$ cat src/design/trqd_pkg.sv
package trqd_pkg;

	localparam int TASK_COUNT = 255;
	localparam int ID_W       = 8;
	localparam int SLOT_W     = 8;
	localparam int LINK_DEPTH = 256;

	typedef enum logic [1:0] {
		OP_POST_TAIL = 2'd0,
		OP_POST_HEAD = 2'd1,
		OP_POP       = 2'd2,
		OP_NOP       = 2'd3
	} op_t;

	typedef enum logic {
		ST_IDLE = 1'b0,
		ST_EXEC = 1'b1
	} state_t;

	typedef struct packed {
		logic capture;
		logic commit;
	} cmd_t;

endpackage

$ cat src/design/task_ready_queue_dedup_top.sv
// channel | valid     | stall     | payload
// input   | in_valid  | in_stall  | opcode, task_id
// output  | out_valid | out_stall | was_queued, pop_valid, popped_task
//
// Each transfer first reads the link RAM (registered read) in the idle state,
// then in the exec state updates head/tail, writes the link RAM and loads the result register.
// A stalled result holds the exec state until the result register frees.
// Reset clears head, tail and the per-entry link valid bits; no clearing pass.
module task_ready_queue_dedup_top (
	input  logic                      clk,
	input  logic                      arst_n,
	input  logic                      in_valid,
	output logic                      in_stall,
	input  logic [1:0]                opcode,
	input  logic [trqd_pkg::ID_W-1:0] task_id,
	output logic                      out_valid,
	input  logic                      out_stall,
	output logic                      was_queued,
	output logic                      pop_valid,
	output logic [trqd_pkg::ID_W-1:0] popped_task
);

	trqd_pkg::cmd_t cmd;

	trqd_ctrl u_ctrl (
		.clk       (clk),
		.arst_n    (arst_n),
		.in_valid  (in_valid),
		.in_stall  (in_stall),
		.out_valid (out_valid),
		.out_stall (out_stall),
		.cmd       (cmd)
	);

	trqd_dp u_dp (
		.clk         (clk),
		.arst_n      (arst_n),
		.cmd         (cmd),
		.opcode      (opcode),
		.task_id     (task_id),
		.was_queued  (was_queued),
		.pop_valid   (pop_valid),
		.popped_task (popped_task)
	);

endmodule

$ cat src/design/trqd_ram.sv
module trqd_ram #(
	parameter int WIDTH = 8,
	parameter int DEPTH = 256
) (
	input  logic                     clk,
	input  logic                     we,
	input  logic [$clog2(DEPTH)-1:0] waddr,
	input  logic [WIDTH-1:0]         wdata,
	input  logic                     re,
	input  logic [$clog2(DEPTH)-1:0] raddr,
	output logic [WIDTH-1:0]         rdata
);

	logic [WIDTH-1:0] mem_q [DEPTH];

	always_ff @(posedge clk) begin
		if (we) begin
			mem_q[waddr] <= wdata;
		end
		if (re) begin
			rdata <= mem_q[raddr];
		end
	end

endmodule

$ cat src/design/trqd_ctrl.sv
module trqd_ctrl (
	input  logic          clk,
	input  logic          arst_n,
	input  logic          in_valid,
	output logic          in_stall,
	output logic          out_valid,
	input  logic          out_stall,
	output trqd_pkg::cmd_t cmd
);

	trqd_pkg::state_t state_q, state_d;
	logic             out_valid_q;

	always_ff @(posedge clk or negedge arst_n) begin
		if (!arst_n) begin
			state_q     <= trqd_pkg::ST_IDLE;
			out_valid_q <= 1'b0;
		end else begin
			state_q <= state_d;
			if (cmd.commit) begin
				out_valid_q <= 1'b1;
			end else if (!out_stall) begin
				out_valid_q <= 1'b0;
			end
		end
	end

	always_comb begin
		state_d     = state_q;
		cmd.capture = 1'b0;
		cmd.commit  = 1'b0;
		in_stall    = 1'b1;
		unique case (state_q)
			trqd_pkg::ST_IDLE: begin
				in_stall = 1'b0;
				if (in_valid) begin
					cmd.capture = 1'b1;
					state_d     = trqd_pkg::ST_EXEC;
				end
			end
			trqd_pkg::ST_EXEC: begin
				// result register must be free or draining
				if (!out_valid_q || !out_stall) begin
					cmd.commit = 1'b1;
					state_d    = trqd_pkg::ST_IDLE;
				end
			end
			default: state_d = trqd_pkg::ST_IDLE;
		endcase
	end

	assign out_valid = out_valid_q;

endmodule

$ cat src/design/trqd_dp.sv
module trqd_dp (
	input  logic                        clk,
	input  logic                        arst_n,
	input  trqd_pkg::cmd_t              cmd,
	input  logic [1:0]                  opcode,
	input  logic [trqd_pkg::ID_W-1:0]   task_id,
	output logic                        was_queued,
	output logic                        pop_valid,
	output logic [trqd_pkg::ID_W-1:0]   popped_task
);

	logic [1:0]                  op_q;
	logic [trqd_pkg::SLOT_W-1:0] slot_q;
	logic                        inrange_q;
	logic [trqd_pkg::SLOT_W-1:0] head_q, tail_q;
	logic [trqd_pkg::SLOT_W-1:0] head_d, tail_d;
	logic [trqd_pkg::LINK_DEPTH-1:0] link_vld_q;
	logic                        rd_vld_q;

	logic [trqd_pkg::SLOT_W-1:0] in_slot;
	logic [trqd_pkg::SLOT_W-1:0] raddr;
	logic [trqd_pkg::SLOT_W-1:0] rdata;
	logic [trqd_pkg::SLOT_W-1:0] link;

	logic                        we;
	logic [trqd_pkg::SLOT_W-1:0] waddr, wdata;

	logic                        present_d, popv_d;
	logic [trqd_pkg::ID_W-1:0]   popped_d;
	logic                        present_q, popv_q;
	logic [trqd_pkg::ID_W-1:0]   popped_q;

	assign in_slot = trqd_pkg::SLOT_W'(task_id + 1'b1);
	assign raddr   = (trqd_pkg::op_t'(opcode) == trqd_pkg::OP_POP) ? head_q : in_slot;

	trqd_ram #(
		.WIDTH(trqd_pkg::SLOT_W),
		.DEPTH(trqd_pkg::LINK_DEPTH)
	) u_link_ram (
		.clk   (clk),
		.we    (we),
		.waddr (waddr),
		.wdata (wdata),
		.re    (cmd.capture),
		.raddr (raddr),
		.rdata (rdata)
	);

	assign link = rd_vld_q ? rdata : '0;

	always_ff @(posedge clk) begin
		if (cmd.capture) begin
			op_q      <= opcode;
			slot_q    <= in_slot;
			inrange_q <= ({1'b0, task_id} < 9'(trqd_pkg::TASK_COUNT));
		end
		if (cmd.commit) begin
			present_q <= present_d;
			popv_q    <= popv_d;
			popped_q  <= popped_d;
		end
	end

	always_ff @(posedge clk or negedge arst_n) begin
		if (!arst_n) begin
			head_q     <= '0;
			tail_q     <= '0;
			link_vld_q <= '0;
			rd_vld_q   <= 1'b0;
		end else begin
			if (cmd.capture) begin
				rd_vld_q <= link_vld_q[raddr];
			end
			if (cmd.commit) begin
				head_q <= head_d;
				tail_q <= tail_d;
			end
			if (we) begin
				link_vld_q[waddr] <= 1'b1;
			end
		end
	end

	always_comb begin
		head_d    = head_q;
		tail_d    = tail_q;
		we        = 1'b0;
		waddr     = slot_q;
		wdata     = '0;
		present_d = 1'b0;
		popv_d    = 1'b0;
		popped_d  = '0;
		unique case (trqd_pkg::op_t'(op_q))
			trqd_pkg::OP_POST_TAIL: begin
				if (inrange_q) begin
					if (tail_q == '0) begin
						head_d = slot_q;
						tail_d = slot_q;
					end else if (link != '0 || tail_q == slot_q) begin
						present_d = 1'b1;
					end else begin
						we     = cmd.commit;
						waddr  = tail_q;
						wdata  = slot_q;
						tail_d = slot_q;
					end
				end
			end
			trqd_pkg::OP_POST_HEAD: begin
				if (inrange_q) begin
					if (head_q == '0) begin
						head_d = slot_q;
						tail_d = slot_q;
					end else if (link != '0 || tail_q == slot_q) begin
						present_d = 1'b1;
					end else begin
						we     = cmd.commit;
						waddr  = slot_q;
						wdata  = head_q;
						head_d = slot_q;
					end
				end
			end
			trqd_pkg::OP_POP: begin
				if (head_q != '0) begin
					popv_d   = 1'b1;
					popped_d = trqd_pkg::ID_W'(head_q - 1'b1);
					head_d   = link;
					we       = cmd.commit;
					waddr    = head_q;
					wdata    = '0;
					if (link == '0) begin
						tail_d = '0;
					end
				end
			end
			trqd_pkg::OP_NOP: begin
			end
			default: begin
			end
		endcase
	end

	assign was_queued  = present_q;
	assign pop_valid   = popv_q;
	assign popped_task = popped_q;

endmodule
$ cat config.mk
export PLATFORM = sky130hd
export DESIGN_NAME = task_ready_queue_dedup_top
export DESIGN_NICKNAME = d
export VERILOG_FILES = /design/src/design/trqd_pkg.sv /design/src/design/task_ready_queue_dedup_top.sv /design/src/design/trqd_ram.sv /design/src/design/trqd_ctrl.sv /design/src/design/trqd_dp.sv
export SDC_FILE = /design/constraint.sdc
export NUM_CORES = 2
export LEC_CHECK = 0
export BUFFER_PORTS_ARGS = -buffer_cell sky130_fd_sc_hd__buf_4
export CAP_MARGIN = 0
export CORE_MARGIN = 4
export CORE_UTILIZATION = 35
export DETAILED_ROUTE_END_ITERATION = 8
export PLACE_DENSITY_LB_ADDON = 0.3
export SLEW_MARGIN = 20
export SYNTH_ARGS = -nofsm -noshare
export SYNTH_HDL_FRONTEND = slang
export SYNTH_SLANG_ARGS = --single-unit
export TNS_END_PERCENT = 30
$ cat constraint.sdc
create_clock -name clk -period 10.35 [get_ports clk]
set_input_delay 0.5175 -clock clk [delete_from_list [all_inputs] [get_ports clk]]
set_output_delay 0.5175 -clock clk [all_outputs]
set_load 0.02 [all_outputs]
==> impl_metrics.py <==
metrics = {
    "run_status": {
        "status": "finished clean",
    },
    "hold_path": {
        "hold_class": "input port to flop",
    },
    "critical_path": {
        "cp_data_required_time_ps": 11110,
        "cp_slowest_cell": "a31oi_1",
        "cp_max_fo": 128,
        "cp_common_cell": "buf_12",
        "rrSetupSlack_ps": 4940,
        "r2r-start": "u_dp.head_q[2]",
        "critical_path_class": "input port to flop",
        "arrival_ps": 6270,
        "crit_start": "task_id[0]",
        "rr_worst_depth": 11,
        "start_kind": "input port",
        "crit_path_end": "u_dp.rd_vld_q",
        "worst_setup_path_end_kind": "flop",
        "r2r_end": "u_dp.rd_vld_q",
        "crit_chain": "dlygate4sd3_1 > buf_4 > ha_1 > xnor2_1 > a21oi_4 > buf_12 > buf_12 > nor2_1 > a32oi_1 > a31oi_1 > nor4_1 > a2111oi_0 > o311ai_0 > and3_1",
        "max_stage_delay_ps": 770,
    },
    "logic_synthesis": {
        "synth_top_cells_by_area": "edfxtp_1, dfrtp_1, nand2_1",
        "synth_common_cells": "edfxtp_1, nand2_1, nand3_1",
        "postSynthAreaPerCell_um2": 14.0,
        "synthDominantCellAreaShare_pct": 66.2,
        "synth_cells": 6744,
        "ys_types": 62,
        "synth_edf_count": 2077,
        "synthFlopType": "edfxtp_1",
        "yosysWarnings": 0,
        "synth.most_common_cell": "edfxtp_1",
        "yosys.area.top_type": "edfxtp_1",
        "synthesis.nets": 6760,
        "ys_seq_area_share_pct": 73.6,
        "ys_seq_elements": 2352,
        "synth-async-reset-ratio_pct": 11.7,
        "netlist_area_um2": 94200,
    },
    "cts": {
        "clkSinkCount": 2352,
        "clk_pin_slew_ps": 70,
        "root_buffer": "clkbuf_16",
        "htreeDepth": 4,
        "cts_hold_buf": 8,
        "cts_inserted_buffers": 237,
        "postCtsSetupBuffers": 0,
        "cts_resized": 0,
        "cts_tree": "done",
        "clock_path_buffers": 3,
        "clock_latency_ps": 870,
    },
    "global_route": {
        "grt_max_degree": 217,
        "grt_pass1_wl_mm": 402,
        "antenna_found_initial": 11,
        "first_global_vias": 56200,
        "grt-ovfl-total": 0,
        "track_usage_pct": 19.4,
    },
    "timing": {
        "maxSlewViolCount": 0,
        "fin_crit_ps": 5510,
        "clock_skew_ps": 54.9,
        "grt_setup_unrepaired": "false",
        "slew_headroom_pct": 13.4,
        "setup_violations": 0,
        "period_share_pct": 53.3,
        "finalHoldViolCount": 0,
        "max_freq_ghz": 0.181,
        "tightest_slew_ps": 1300,
        "fin_ws_ps": 4840,
        "tns_ps": 0,
    },
    "detailed_routing": {
        "drt_iter0_drc": 7739,
        "detailedRoute.firstPassIterationCount": 9,
        "via_per_inst": 5.56,
        "routedWlPerCell_um": 26.4,
        "remaining_drc_errors": 0,
        "wl_mm": 276,
        "num_vias": 58200,
        "antenna_left": 0,
    },
    "run": {
        "drv_cap": 0,
    },
    "placement": {
        "placed_area_um2": 98500,
        "place_inst": 9982,
        "place.gp.congestion": 0.879,
        "io_buffers": 25,
        "pre_cts_ws_ps": 4720,
        "place_hpwl_mm": 157,
    },
    "layout": {
        "nets": 6694,
        "finalInstanceArea_um2": 106000,
        "fin_cells": 10500,
        "area_growth_pct": 13.1,
        "fin_util_pct": 39.7,
        "layout-drive-gt1-share_pct": 13.1,
    },
    "pwr": {
        "leakage_nw": 37.9,
        "ir_drop_mv": 0.194,
        "power.density_nw_per_um2": 223,
    },
    "floorplanning": {
        "start_util_pct": 35.1,
        "die_x_um": 527,
        "core_area_um2": 268000,
        "io-pin-count": 26,
        "fp-row-count": 190,
        "dieHeight_um": 527,
        "die_area_um2": 277000,
    },
}
## metal layers
metal	global-route usage, %	wire (um)	vias up
met1	27.7	118000	30100
met5	0	299	-
met4	6.51	9300	6
met3	4.28	24600	442
met2	29.4	125000	2630
li1	-	-	25000
## worst min path at each step
stage,depth (start not counted),from,endpoint
final,2,task_id[1],u_dp.slot_q[1]
after detailed placement,1,u_dp.link_vld_q[214],u_dp.link_vld_q[214]
after floorplan,0,arst_n,u_ctrl.out_valid
after CTS,2,task_id[1],u_dp.slot_q[1]
after global routing,2,task_id[1],u_dp.slot_q[1]
after global placement,1,u_dp.link_vld_q[125],u_dp.link_vld_q[125]
## final cells by class
class | count | area, um^2
sequential | 2352 | 69300
clock buffer | 335 | 6640
timing repair buffer | 141 | 1360
fill | 24700 | 161000
tap | 3552 | 4440
inverter | 14 | 52.6
multi-input combinational | 3932 | 23500
antenna | 7 | 17.5
clock inverter | 119 | 1180
## cell families (layout without fill, tap and decap cells)
family | count (synthesis) | in the layout | share of synthesized area [%]
AOI/OAI and AO/OA | 648 | 648 | 5.01
DFF | 2352 | 2352 | 73.6
adders and majority gates | 2 | 2 | 0.0266
buffers and inverters | 460 | 609 | 1.89
muxes | 318 | 318 | 5.55
and+or+nand+nor | 2948 | 2948 | 13.8
other | 0 | 7 | 0
xor gates and xnor gates | 16 | 16 | 0.149
## stage by stage
| step | total power, mW | hold WS (ps) |
|---|---|---|
| after global placement | 15.2 | 443 |
| final | 23.7 | 121 |
| after CTS | 23.8 | 53.7 |
| after detailed placement | 15.2 | 449 |
| after global routing | 24.5 | 81.6 |
| after floorplan | 13.7 | 222 |
## worst max-delay path, delay by kind of cell
family | cells | cell delay (ps)
buf+inv | 4 | 1340
xor+xnor | 1 | 550
compound gates | 5 | 2130
fa+ha+maj | 1 | 240
simple gates | 3 | 1150
## cell usage in the layout, fill, tap and decap left out, types with 31 or more instances in the layout
cell / synthesis / final
clkbuf_1: 329 / 72
clkinv_1: 0 / 38
edfxtp_1: 2077 / 2077
a32oi_1: 75 / 74
dfrtp_1: 275 / 275
a31oi_1: 125 / 125
nor3_1: 52 / 49
o21ai_0: 78 / 78
nand3_1: 516 / 516
buf_4: 0 / 110
mux4_2: 162 / 162
a22oi_1: 33 / 33
a311oi_1: 94 / 94
a21oi_1: 47 / 44
clkbuf_16: 0 / 244
or2_2: 170 / 170
mux2i_1: 144 / 141
nand4_1: 64 / 64
nand2_1: 1548 / 1533
clkinv_2: 0 / 44
nor2_1: 352 / 309
nor2_2: 0 / 31
o21bai_1: 65 / 65
and3_1: 162 / 162
## report_power, final
group	internal, mW	switching (mW)	total (mW)
logic	1.16	2.85	4.01
registers	10.9	0.223	11.1
clock network	4.96	3.66	8.62
total	17.0	6.73	23.7
## state kept, by name (all words and copies together), names as in the netlist, 2 cells and up
signal                 cells
u_dp.u_link_ram.mem_q   2048
u_dp.link_vld_q          256
u_dp.head_q                8
u_dp.popped_task           8
u_dp.slot_q                8
u_dp.tail_q                8
u_dp.u_link_ram.rdata      8
u_dp.op_q                  2
Power figures use the tool's default switching activity.
